### src/hdl/dtt_pkg.sv
// dtt_pkg: shared types and constants for the deadline timer table.
// No dependencies.
package dtt_pkg;

  localparam int unsigned DefaultDepth = 16;
  localparam int unsigned TimeW = 48;
  localparam int unsigned DurW = 32;
  localparam int unsigned WaiterW = 16;
  localparam int unsigned DelayW = 49;
  localparam int unsigned QueueDepth = 2;

  typedef enum logic [1:0] {
    ACT_ADD    = 2'd0,
    ACT_CANCEL = 2'd1,
    ACT_FIRE   = 2'd2,
    ACT_QUERY  = 2'd3
  } action_e;

  typedef enum logic [2:0] {
    KIND_FIRED     = 3'd0,
    KIND_IMMEDIATE = 3'd1,
    KIND_ARMED     = 3'd2,
    KIND_FULL      = 3'd3,
    KIND_CANCELLED = 3'd4,
    KIND_DELAY     = 3'd5,
    KIND_NONE_DUE  = 3'd6
  } kind_e;

  // classified command handed from the front end to the engine
  typedef struct packed {
    action_e              action;
    logic [TimeW-1:0]     now_ms;
    logic                 dur_pos;
    logic [TimeW-1:0]     deadline;
    logic [WaiterW-1:0]   waiter;
  } cmd_t;

  typedef enum logic [2:0] {
    ST_IDLE,
    ST_ADD,
    ST_CANCEL,
    ST_FIRE,
    ST_QUERY,
    ST_EMIT
  } eng_state_e;

endpackage

### src/hdl/dtt_if.sv
// dtt_if: valid/ready channel interfaces for request and result.
// Depends on dtt_pkg.
interface dtt_req_if;
  logic                         valid;
  logic                         ready;
  logic [1:0]                   action;
  logic [dtt_pkg::TimeW-1:0]    now_ms;
  logic signed [dtt_pkg::DurW-1:0] duration_ms;
  logic [dtt_pkg::WaiterW-1:0]  waiter_id;
  modport source (output valid, action, now_ms, duration_ms, waiter_id, input ready);
  modport sink (input valid, action, now_ms, duration_ms, waiter_id, output ready);
endinterface

interface dtt_rsp_if;
  logic                          valid;
  logic                          ready;
  logic [2:0]                    kind;
  logic [dtt_pkg::WaiterW-1:0]   out_waiter;
  logic signed [dtt_pkg::DelayW-1:0] next_delay;
  logic                          match_found;
  logic                          last;
  modport source (output valid, kind, out_waiter, next_delay, match_found, last,
                  input ready);
  modport sink (input valid, kind, out_waiter, next_delay, match_found, last,
                output ready);
endinterface

### src/hdl/dtt_front.sv
// dtt_front: accepts requests, precomputes the saturated deadline, queues commands.
// Depends on dtt_pkg and dtt_if.
module dtt_front (
  input  logic             clk_i,
  input  logic             rst_ni,
  dtt_req_if.sink          req,
  output dtt_pkg::cmd_t    cmd_o,
  output logic             cmd_valid_o,
  input  logic             cmd_ready_i
);
  import dtt_pkg::*;

  cmd_t            fifo_q [QueueDepth];
  logic            wr_ptr_q, rd_ptr_q;
  logic [1:0]      cnt_q;
  cmd_t            cmd_new;
  logic [TimeW:0]  sum;
  logic            push, pop;

  always_comb begin
    sum = {1'b0, req.now_ms} + {{(TimeW+1-DurW){1'b0}}, req.duration_ms[DurW-1:0]};
    cmd_new.action   = action_e'(req.action);
    cmd_new.now_ms   = req.now_ms;
    cmd_new.dur_pos  = (req.duration_ms > 0);
    cmd_new.deadline = sum[TimeW] ? {TimeW{1'b1}} : sum[TimeW-1:0];
    cmd_new.waiter   = req.waiter_id;
  end

  assign req.ready   = (cnt_q != 2'(QueueDepth));
  assign push        = req.valid && req.ready;
  assign cmd_valid_o = (cnt_q != 2'd0);
  assign pop         = cmd_valid_o && cmd_ready_i;
  assign cmd_o       = fifo_q[rd_ptr_q];

  always_ff @(posedge clk_i) begin
    if (push) begin
      fifo_q[wr_ptr_q] <= cmd_new;
    end
  end

  always_ff @(posedge clk_i or negedge rst_ni) begin
    if (!rst_ni) begin
      wr_ptr_q <= 1'b0;
      rd_ptr_q <= 1'b0;
      cnt_q    <= 2'd0;
    end else begin
      if (push) wr_ptr_q <= ~wr_ptr_q;
      if (pop) rd_ptr_q <= ~rd_ptr_q;
      cnt_q <= cnt_q + 2'(push) - 2'(pop);
    end
  end

`ifndef ASSERT_OFF
  a_cnt_bound: assert property (@(posedge clk_i) disable iff (!rst_ni)
    cnt_q <= 2'(QueueDepth)) else $error("queue overflow");
  a_no_push_full: assert property (@(posedge clk_i) disable iff (!rst_ni)
    cnt_q == 2'(QueueDepth) |-> !push) else $error("push while full");
  a_pop_cnt: assert property (@(posedge clk_i) disable iff (!rst_ni)
    pop && !push |=> cnt_q == $past(cnt_q) - 2'd1) else $error("count slip");
`endif
endmodule

### src/hdl/dtt_engine.sv
// dtt_engine: timer table and sequencer; scans one entry per cycle unless rsp stalls.
// Depends on dtt_pkg and dtt_if.
module dtt_engine #(
  parameter int unsigned Depth = dtt_pkg::DefaultDepth
) (
  input  logic           clk_i,
  input  logic           rst_ni,
  input  dtt_pkg::cmd_t  cmd_i,
  input  logic           cmd_valid_i,
  output logic           cmd_ready_o,
  dtt_rsp_if.source      rsp
);
  import dtt_pkg::*;

  localparam int unsigned IdxW = (Depth > 1) ? $clog2(Depth) : 1;
  localparam int unsigned CntW = $clog2(Depth + 1);

  logic [TimeW-1:0]   dl_q  [Depth];
  logic [WaiterW-1:0] wt_q  [Depth];
  logic [Depth-1:0]   act_q, act_d;
  logic [CntW-1:0]    count_q, count_d;

  eng_state_e         state_q, state_d;
  cmd_t               cmd_q, cmd_d;
  logic [CntW-1:0]    idx_q, idx_d;
  logic               any_q, any_d;
  logic [TimeW-1:0]   best_q, best_d;
  logic               fired_q, fired_d;
  logic [WaiterW-1:0] pend_q, pend_d;   // fired handle held back until the next one is known

  // output register
  logic               ov_q, ov_d;
  kind_e              okind_q, okind_d;
  logic [WaiterW-1:0] owt_q, owt_d;
  logic [DelayW-1:0]  odl_q, odl_d;
  logic               omatch_q, omatch_d;
  logic               olast_q, olast_d;

  // table write port
  logic               we;
  logic [IdxW-1:0]    wa;
  logic [TimeW-1:0]   wdl;
  logic [WaiterW-1:0] wwt;

  logic [IdxW-1:0]    cur, tail;
  logic [TimeW-1:0]   cur_dl, remain_ms;
  logic               out_free;

  assign cur      = idx_q[IdxW-1:0];
  assign tail     = IdxW'(count_q - CntW'(1));
  assign cur_dl   = dl_q[cur];
  assign remain_ms = (cur_dl > cmd_q.now_ms) ? cur_dl - cmd_q.now_ms : '0;
  assign out_free = !ov_q || rsp.ready;
  assign cmd_ready_o = (state_q == ST_IDLE);

  assign rsp.valid       = ov_q;
  assign rsp.kind        = okind_q;
  assign rsp.out_waiter  = owt_q;
  assign rsp.next_delay  = odl_q;
  assign rsp.match_found = omatch_q;
  assign rsp.last        = olast_q;

  always_ff @(posedge clk_i) begin
    if (we) begin
      dl_q[wa] <= wdl;
      wt_q[wa] <= wwt;
    end
  end

  always_ff @(posedge clk_i or negedge rst_ni) begin
    if (!rst_ni) begin
      state_q <= ST_IDLE;
      act_q   <= '0;
      count_q <= '0;
      ov_q    <= 1'b0;
      idx_q   <= '0;
      any_q   <= 1'b0;
      fired_q <= 1'b0;
    end else begin
      state_q <= state_d;
      act_q   <= act_d;
      count_q <= count_d;
      ov_q    <= ov_d;
      idx_q   <= idx_d;
      any_q   <= any_d;
      fired_q <= fired_d;
    end
  end

  always_ff @(posedge clk_i) begin
    cmd_q    <= cmd_d;
    best_q   <= best_d;
    pend_q   <= pend_d;
    okind_q  <= okind_d;
    owt_q    <= owt_d;
    odl_q    <= odl_d;
    omatch_q <= omatch_d;
    olast_q  <= olast_d;
  end

  always_comb begin
    state_d  = state_q;
    cmd_d    = cmd_q;
    idx_d    = idx_q;
    any_d    = any_q;
    best_d   = best_q;
    fired_d  = fired_q;
    pend_d   = pend_q;
    act_d    = act_q;
    count_d  = count_q;
    ov_d     = ov_q && !rsp.ready;
    okind_d  = okind_q;
    owt_d    = owt_q;
    odl_d    = odl_q;
    omatch_d = omatch_q;
    olast_d  = olast_q;
    we       = 1'b0;
    wa       = cur;
    wdl      = dl_q[tail];
    wwt      = wt_q[tail];

    unique case (state_q)
      ST_IDLE: begin
        if (cmd_valid_i) begin
          cmd_d   = cmd_i;
          idx_d   = '0;
          any_d   = 1'b0;
          fired_d = 1'b0;
          unique case (cmd_i.action)
            ACT_ADD:    state_d = ST_ADD;
            ACT_CANCEL: state_d = ST_CANCEL;
            ACT_FIRE:   state_d = ST_FIRE;
            default:    state_d = ST_QUERY;
          endcase
        end
      end
      ST_ADD: begin
        if (out_free) begin
          ov_d = 1'b1; owt_d = cmd_q.waiter; odl_d = '0; omatch_d = 1'b0;
          olast_d = 1'b1;
          if (!cmd_q.dur_pos) begin
            okind_d = KIND_IMMEDIATE;
          end else if (count_q == CntW'(Depth)) begin
            okind_d = KIND_FULL;
          end else begin
            okind_d = KIND_ARMED;
            we  = 1'b1;
            wa  = IdxW'(count_q);
            wdl = cmd_q.deadline;
            wwt = cmd_q.waiter;
            act_d[IdxW'(count_q)] = 1'b1;
            count_d = count_q + CntW'(1);
          end
          state_d = ST_IDLE;
        end
      end
      ST_CANCEL: begin
        if (idx_q < count_q && !(act_q[cur] && wt_q[cur] == cmd_q.waiter)) begin
          idx_d = idx_q + CntW'(1);
        end else if (out_free) begin
          if (idx_q < count_q) act_d[cur] = 1'b0;
          ov_d = 1'b1; okind_d = KIND_CANCELLED; owt_d = cmd_q.waiter;
          odl_d = '0; omatch_d = (idx_q < count_q); olast_d = 1'b1;
          state_d = ST_IDLE;
        end
      end
      ST_FIRE: begin
        if (idx_q < count_q) begin
          if (act_q[cur] && cur_dl > cmd_q.now_ms) begin
            idx_d = idx_q + CntW'(1);
          end else if (!act_q[cur] || !fired_q || out_free) begin
            // swap-remove: tail moves into this slot, which is tested again
            if (act_q[cur]) begin
              // a newer due handle exists, so the held one is not the last
              if (fired_q) begin
                ov_d = 1'b1; okind_d = KIND_FIRED; owt_d = pend_q;
                odl_d = '0; omatch_d = 1'b0; olast_d = 1'b0;
              end
              pend_d  = wt_q[cur];
              fired_d = 1'b1;
            end
            we = 1'b1;
            act_d[cur]  = act_q[tail];
            act_d[tail] = 1'b0;
            count_d = count_q - CntW'(1);
          end
        end else begin
          state_d = ST_EMIT;
        end
      end
      ST_QUERY: begin
        if (idx_q < count_q) begin
          if (act_q[cur] && (!any_q || remain_ms < best_q)) begin
            best_d = remain_ms;
            any_d  = 1'b1;
          end
          idx_d = idx_q + CntW'(1);
        end else begin
          state_d = ST_EMIT;
        end
      end
      ST_EMIT: begin
        // closing result: held-back fired handle, nothing due, or the query answer
        if (out_free) begin
          ov_d = 1'b1; owt_d = '0; odl_d = '0; omatch_d = 1'b0; olast_d = 1'b1;
          if (cmd_q.action == ACT_FIRE) begin
            if (fired_q) begin
              okind_d = KIND_FIRED; owt_d = pend_q;
            end else begin
              okind_d = KIND_NONE_DUE;
            end
          end else begin
            okind_d = KIND_DELAY;
            odl_d = any_q ? {1'b0, best_q} : {DelayW{1'b1}};
          end
          state_d = ST_IDLE;
        end
      end
      default: state_d = ST_IDLE;
    endcase
  end

`ifndef ASSERT_OFF
  a_count_bound: assert property (@(posedge clk_i) disable iff (!rst_ni)
    count_q <= CntW'(Depth)) else $error("count above depth");
  a_hold: assert property (@(posedge clk_i) disable iff (!rst_ni)
    ov_q && !rsp.ready |=> ov_q && $stable(owt_q) && $stable(okind_q))
    else $error("result changed while stalled");
  a_idle_take: assert property (@(posedge clk_i) disable iff (!rst_ni)
    cmd_ready_o |-> state_q == ST_IDLE) else $error("ready outside idle");
  a_add_grow: assert property (@(posedge clk_i) disable iff (!rst_ni)
    state_q == ST_ADD |=> count_q >= $past(count_q)) else $error("add shrank table");
`endif
endmodule

### src/hdl/deadline_timer_table.sv
// Deadline timer table: one-shot timers armed, cancelled, fired and queried.
// Add answers from its single add state; cancel, fire and query first scan the table
// one entry at a time in the scan loop, then give their result.
// Throughput: one request at a time in the engine; a two-entry queue in front takes more.
// Reset (rst_ni low, async): table empty, all active marks clear, queue and output empty.
// Stored deadlines and handles are undefined until written and never read before that.
module deadline_timer_table #(
  parameter int unsigned TABLE_DEPTH = dtt_pkg::DefaultDepth
) (
  input  logic      clk_i,
  input  logic      rst_ni,
  dtt_req_if.sink   req,
  dtt_rsp_if.source rsp
);
  import dtt_pkg::*;

  cmd_t cmd;
  logic cmd_valid, cmd_ready;

  // front: request queue with deadline precompute
  dtt_front u_front (
    .clk_i, .rst_ni, .req,
    .cmd_o(cmd), .cmd_valid_o(cmd_valid), .cmd_ready_i(cmd_ready)
  );

  // back: table and scan sequencer
  dtt_engine #(.Depth(TABLE_DEPTH)) u_engine (
    .clk_i, .rst_ni,
    .cmd_i(cmd), .cmd_valid_i(cmd_valid), .cmd_ready_o(cmd_ready), .rsp
  );
endmodule
### src/flat_wrapper.sv
// flat-port wrapper written by rule: the top's interface ports become plain ports
module deadline_timer_table_flat import dtt_pkg::*;
#(
  parameter int unsigned TABLE_DEPTH = dtt_pkg::DefaultDepth
)
  (clk_i, rst_ni, req_valid, req_action, req_now_ms, req_duration_ms, req_waiter_id, req_ready, rsp_valid, rsp_kind, rsp_out_waiter, rsp_next_delay, rsp_match_found, rsp_last, rsp_ready);
  dtt_req_if req_i ();
  dtt_rsp_if rsp_i ();
  input  logic clk_i;
  input  logic rst_ni;
  input wire logic [$bits(req_i.valid)-1:0] req_valid;
  input wire logic [$bits(req_i.action)-1:0] req_action;
  input wire logic [$bits(req_i.now_ms)-1:0] req_now_ms;
  input wire logic [$bits(req_i.duration_ms)-1:0] req_duration_ms;
  input wire logic [$bits(req_i.waiter_id)-1:0] req_waiter_id;
  output wire logic [$bits(req_i.ready)-1:0] req_ready;
  output wire logic [$bits(rsp_i.valid)-1:0] rsp_valid;
  output wire logic [$bits(rsp_i.kind)-1:0] rsp_kind;
  output wire logic [$bits(rsp_i.out_waiter)-1:0] rsp_out_waiter;
  output wire logic [$bits(rsp_i.next_delay)-1:0] rsp_next_delay;
  output wire logic [$bits(rsp_i.match_found)-1:0] rsp_match_found;
  output wire logic [$bits(rsp_i.last)-1:0] rsp_last;
  input wire logic [$bits(rsp_i.ready)-1:0] rsp_ready;
  assign req_i.valid = req_valid;
  assign req_i.action = req_action;
  assign req_i.now_ms = req_now_ms;
  assign req_i.duration_ms = req_duration_ms;
  assign req_i.waiter_id = req_waiter_id;
  assign req_ready = req_i.ready;
  assign rsp_valid = rsp_i.valid;
  assign rsp_kind = rsp_i.kind;
  assign rsp_out_waiter = rsp_i.out_waiter;
  assign rsp_next_delay = rsp_i.next_delay;
  assign rsp_match_found = rsp_i.match_found;
  assign rsp_last = rsp_i.last;
  assign rsp_i.ready = rsp_ready;
  deadline_timer_table #(.TABLE_DEPTH(TABLE_DEPTH)) u_core (.clk_i(clk_i), .rst_ni(rst_ni), .req(req_i), .rsp(rsp_i));
endmodule
### config.mk
export PLATFORM = sky130hd
export DESIGN_NAME = deadline_timer_table_flat
export DESIGN_NICKNAME = d
export VERILOG_FILES = /design/src/hdl/dtt_pkg.sv /design/src/hdl/dtt_if.sv /design/src/hdl/dtt_front.sv /design/src/hdl/dtt_engine.sv /design/src/hdl/deadline_timer_table.sv /design/src/flat_wrapper.sv
export SDC_FILE = /design/constraint.sdc
export NUM_CORES = 2
export LEC_CHECK = 0
export BUFFER_PORTS_ARGS = -buffer_cell sky130_fd_sc_hd__buf_2
export CORE_MARGIN = 4
export CORE_UTILIZATION = 35
export CTS_CLUSTER_DIAMETER = 120
export DETAILED_ROUTE_END_ITERATION = 8
export SETUP_SLACK_MARGIN = 0.4
export SLEW_MARGIN = 10
export SYNTH_ARGS = -nofsm -noshare
export SYNTH_HDL_FRONTEND = slang
export SYNTH_SLANG_ARGS = --single-unit
### constraint.sdc
create_clock -name clk_i -period 18.7 [get_ports clk_i]
set_clock_uncertainty 0.1 [all_clocks]
set_input_delay 0.935 -clock clk_i [delete_from_list [all_inputs] [get_ports clk_i]]
set_output_delay 0.935 -clock clk_i [all_outputs]
set_load 0.01 [all_outputs]
==> results.toml <==
[route]
routed_wl_mm = 207
vias_per_cell = 5.79
first_iter_violations = 4890
dr_wl_met3_mm = 20.7
wl_per_cell_um = 28.4
vias = 42200
dr.pass1.iters = 6
drc = 0
m1WireLength_mm = 83.3
highest-signal-layer = "met5"
antenna_left = 0
wl_met2_mm = 95.8

[yosys]
syn_area_um2 = 72900
synthTopCellsByArea = "edfxtp_1 (62%), mux4_2 (20%), ha_1 (2.5%)"
synth_top_area_share_pct = 61.9
ys_seq_area_share_pct = 63.2
synth_cells = 4192
synth_cell_types = 76
yosys_warnings = 0
synth_ff_type = "edfxtp_1"
syn_nets = 4439
syn_area_per_cell_um2 = 17.4
ys_ff_latch = 1539
yosysTopAreaCell = "edfxtp_1"
synthArstFlopShare_pct = 2.34
synth_edf_count = 1503

[layout]
final_common_cell = "edfxtp_1"
layout_common_cells = "edfxtp_1 (1503), mux4_2 (635), nand2_1 (360)"
fin_cells = 7287
n_fill_cell = 18600
fin_nets = 4620
layout-drive-gt1-share_pct = 29.2
areaGrowthSynthToFinish_pct = 12.8

[placed_design]
place_inst = 7001
port_buffers = 173
gp_congestion = 0.921
pre_cts_ws_ns = 8.28
hpwlAfterDp_mm = 125

[status]
status = "finished, final reports clean"

[die]
initial_core_util_pct = 35.2
die_area_um2 = 216000
die-height_um = 464
pin_count = 174
die_width_um = 464
core-area_um2 = 207000
num_rows = 167

[setup_path]
cp_max_fo = 103
setup.worst_path.start = "u_core.u_engine.idx_q[0]"
critical_path_class = "flop to flop"
cp-end-kind = "flop"
reg2reg_from = "u_core.u_engine.idx_q[0]"
crit_required_ns = 19.05
startpoint_type = "flop"
critPathArrivalTime_ns = 10.92

[timing]
fin_ws_ns = 8.14
max-slew-margin-rel_pct = 16.5
hold_viol_final = 0
max_freq_ghz = 0.0947
tns_ns = 0
rsz0062_at_grt = "false"
tightest_slew_ns = 1.22
slew_viol_final = 0
finalSetupViolations = 0
finalCritPeriodShare_pct = 56.5
fin_crit_ns = 10.56

[clock_tree]
cts_tree = "done"
clk_pin_slew_worst_paths_ns = 0.07
cts_root_buf = "clkbuf_16"
clk_path_buf_depth = 3
cts_setup_buffers = 0
clk_latency_ns = 0.80
clock_sinks = 1539
ctsResizeCount = 0
cts_hold_buf = 0
cts_htree_levels = 4
cts_inserted_buffers = 158

[grt]
grt_pass1_vias = 42600
grt_max_degree = 139
grt_pass1_wl_mm = 299
grt_util_all_layers_pct = 18.8
antenna_found_initial = 9
grt_overflow = 0

[run]
drv_cap = 0

[power_and_ir_drop]
power_density_nw_per_um2 = 208
total_power_mw = 17.1
p_leak_nw = 27.5
ir_drop_mv = 0.198

[min_path]
min_path_type = "primary input to async pin"
[through the flow]
step	instance area, um^2	hold slack [ns]	utilization (%)
4_1_cts	82200	0.162	39.7
3_3_place_gp	77200	0.367	37.3
5_1_grt	82200	0.189	39.7
2_1_floorplan	72900	0.346	-
6_report	82200	0.188	39.7
3_5_place_dp	77200	0.371	37.3
[sequential cells by signal (all words and copies together), names as in the netlist, 2 cells and up]
name / flops
u_core.u_engine.state_q: 3
u_core.u_engine.dl_q: 768
u_core.u_engine.count_q: 5
u_core.u_engine.wt_q: 256
u_core.u_engine.cmd_q: 115
u_core.u_engine.idx_q: 5
u_core.u_engine.rsp.next_delay: 49
u_core.u_engine.pend_q: 16
u_core.u_engine.best_q: 48
u_core.u_engine.act_q: 16
u_core.u_front.cnt_q: 2
u_core.u_front.fifo_q: 230
u_core.u_engine.rsp.out_waiter: 16
u_core.u_engine.rsp.kind: 3
[worst max-delay path, stage by stage (launching register included)]
cell and delay (ns):
dfrtp_4 0.78, buf_12 0.54, buf_4 0.69, buf_12 0.67, mux4_2 0.60, mux4_2 0.58, ha_1 0.56, nand4_1 0.18
nor4_1 0.64, nand2_1 0.10, o211ai_1 0.40, nand2_2 0.46, or4b_2 0.76, nand3_1 0.14, ha_1 0.17, nand4_1 0.11
nor3_1 0.49, nor4b_1 0.70, nand2_1 0.16, a2111oi_0 0.33, a21o_1 0.28, a21oi_4 0.04, buf_4 0.36
[power by group]
| group | switching [mW] | total, mW | internal (mW) |
|---|---|---|---|
| logic | 4.86 | 7.86 | 3.00 |
| clock network | 1.33 | 3.10 | 1.77 |
| registers | 0.334 | 6.14 | 5.81 |
| total | 6.53 | 17.1 | 10.6 |
[per-layer routing]
layer  track usage [%]  up-vias
met2              29.2     2244
met1              25.2    22100
met4              6.31        4
met5                 0        -
li1                  -    17400
met3              5.91      341
[kinds of logic after synthesis]
| logic type | count (synthesis) | share of synthesized area, % |
|---|---|---|
| multiplexers | 802 | 22.2 |
| adder cells (fa/ha/maj) | 145 | 2.51 |
| buffers and inverters | 375 | 2.07 |
| AND/OR/NAND/NOR | 732 | 4.44 |
| AO/OA/AOI/OAI | 494 | 4.39 |
| XOR/XNOR | 105 | 1.26 |
| flip-flops | 1539 | 63.2 |
[final cells by class]
class	instances	area (um^2)	area share, %
clock buffers	191	4210	5.11
inverters	137	517	0.628
clock inverters	94	825	1.00
well taps	2788	3490	4.24
diodes	1	2.50	0.00304
multi-input cells	2278	25600	31.1
repair buffers	259	1570	1.91
flip-flops and latches	1539	46100	56.0
[synth_stat cells (16+ instances only)]
cell	count
mux2i_1	37
nor2b_1	16
o21a_1	16
a21o_1	67
buf_1	45
xor2_1	42
nand4_1	39
nor3_1	30
mux4_2	635
a31oi_1	18
ha_1	143
clkbuf_1	170
xnor2_1	63
nor2_1	159
mux2_2	129
dfrtp_1	36
nand2b_1	22
inv_1	134
a21oi_1	173
nor4_1	16
o21ai_0	82
a22o_1	18
edfxtp_1	1503
nand3_1	43
nand2_1	361
[path summary, 6_finish.rpt]
check	depth (start not counted)	slack, ns	end
worst max-delay path	22	8.14	u_core.u_engine.best_q[0]
worst min-delay path	1	0.19	u_core.u_engine.rsp.valid
worst max register to register	22	8.14	u_core.u_engine.best_q[0]
worst min register to register	1	0.37	u_core.u_engine.count_q[4]
max in group asynchronous	1	17.62	u_core.u_front.rd_ptr_q
min in group clk_i	1	0.23	u_core.u_front.fifo_q[1][114]
Note: power is estimated with default switching activity, not from simulation.
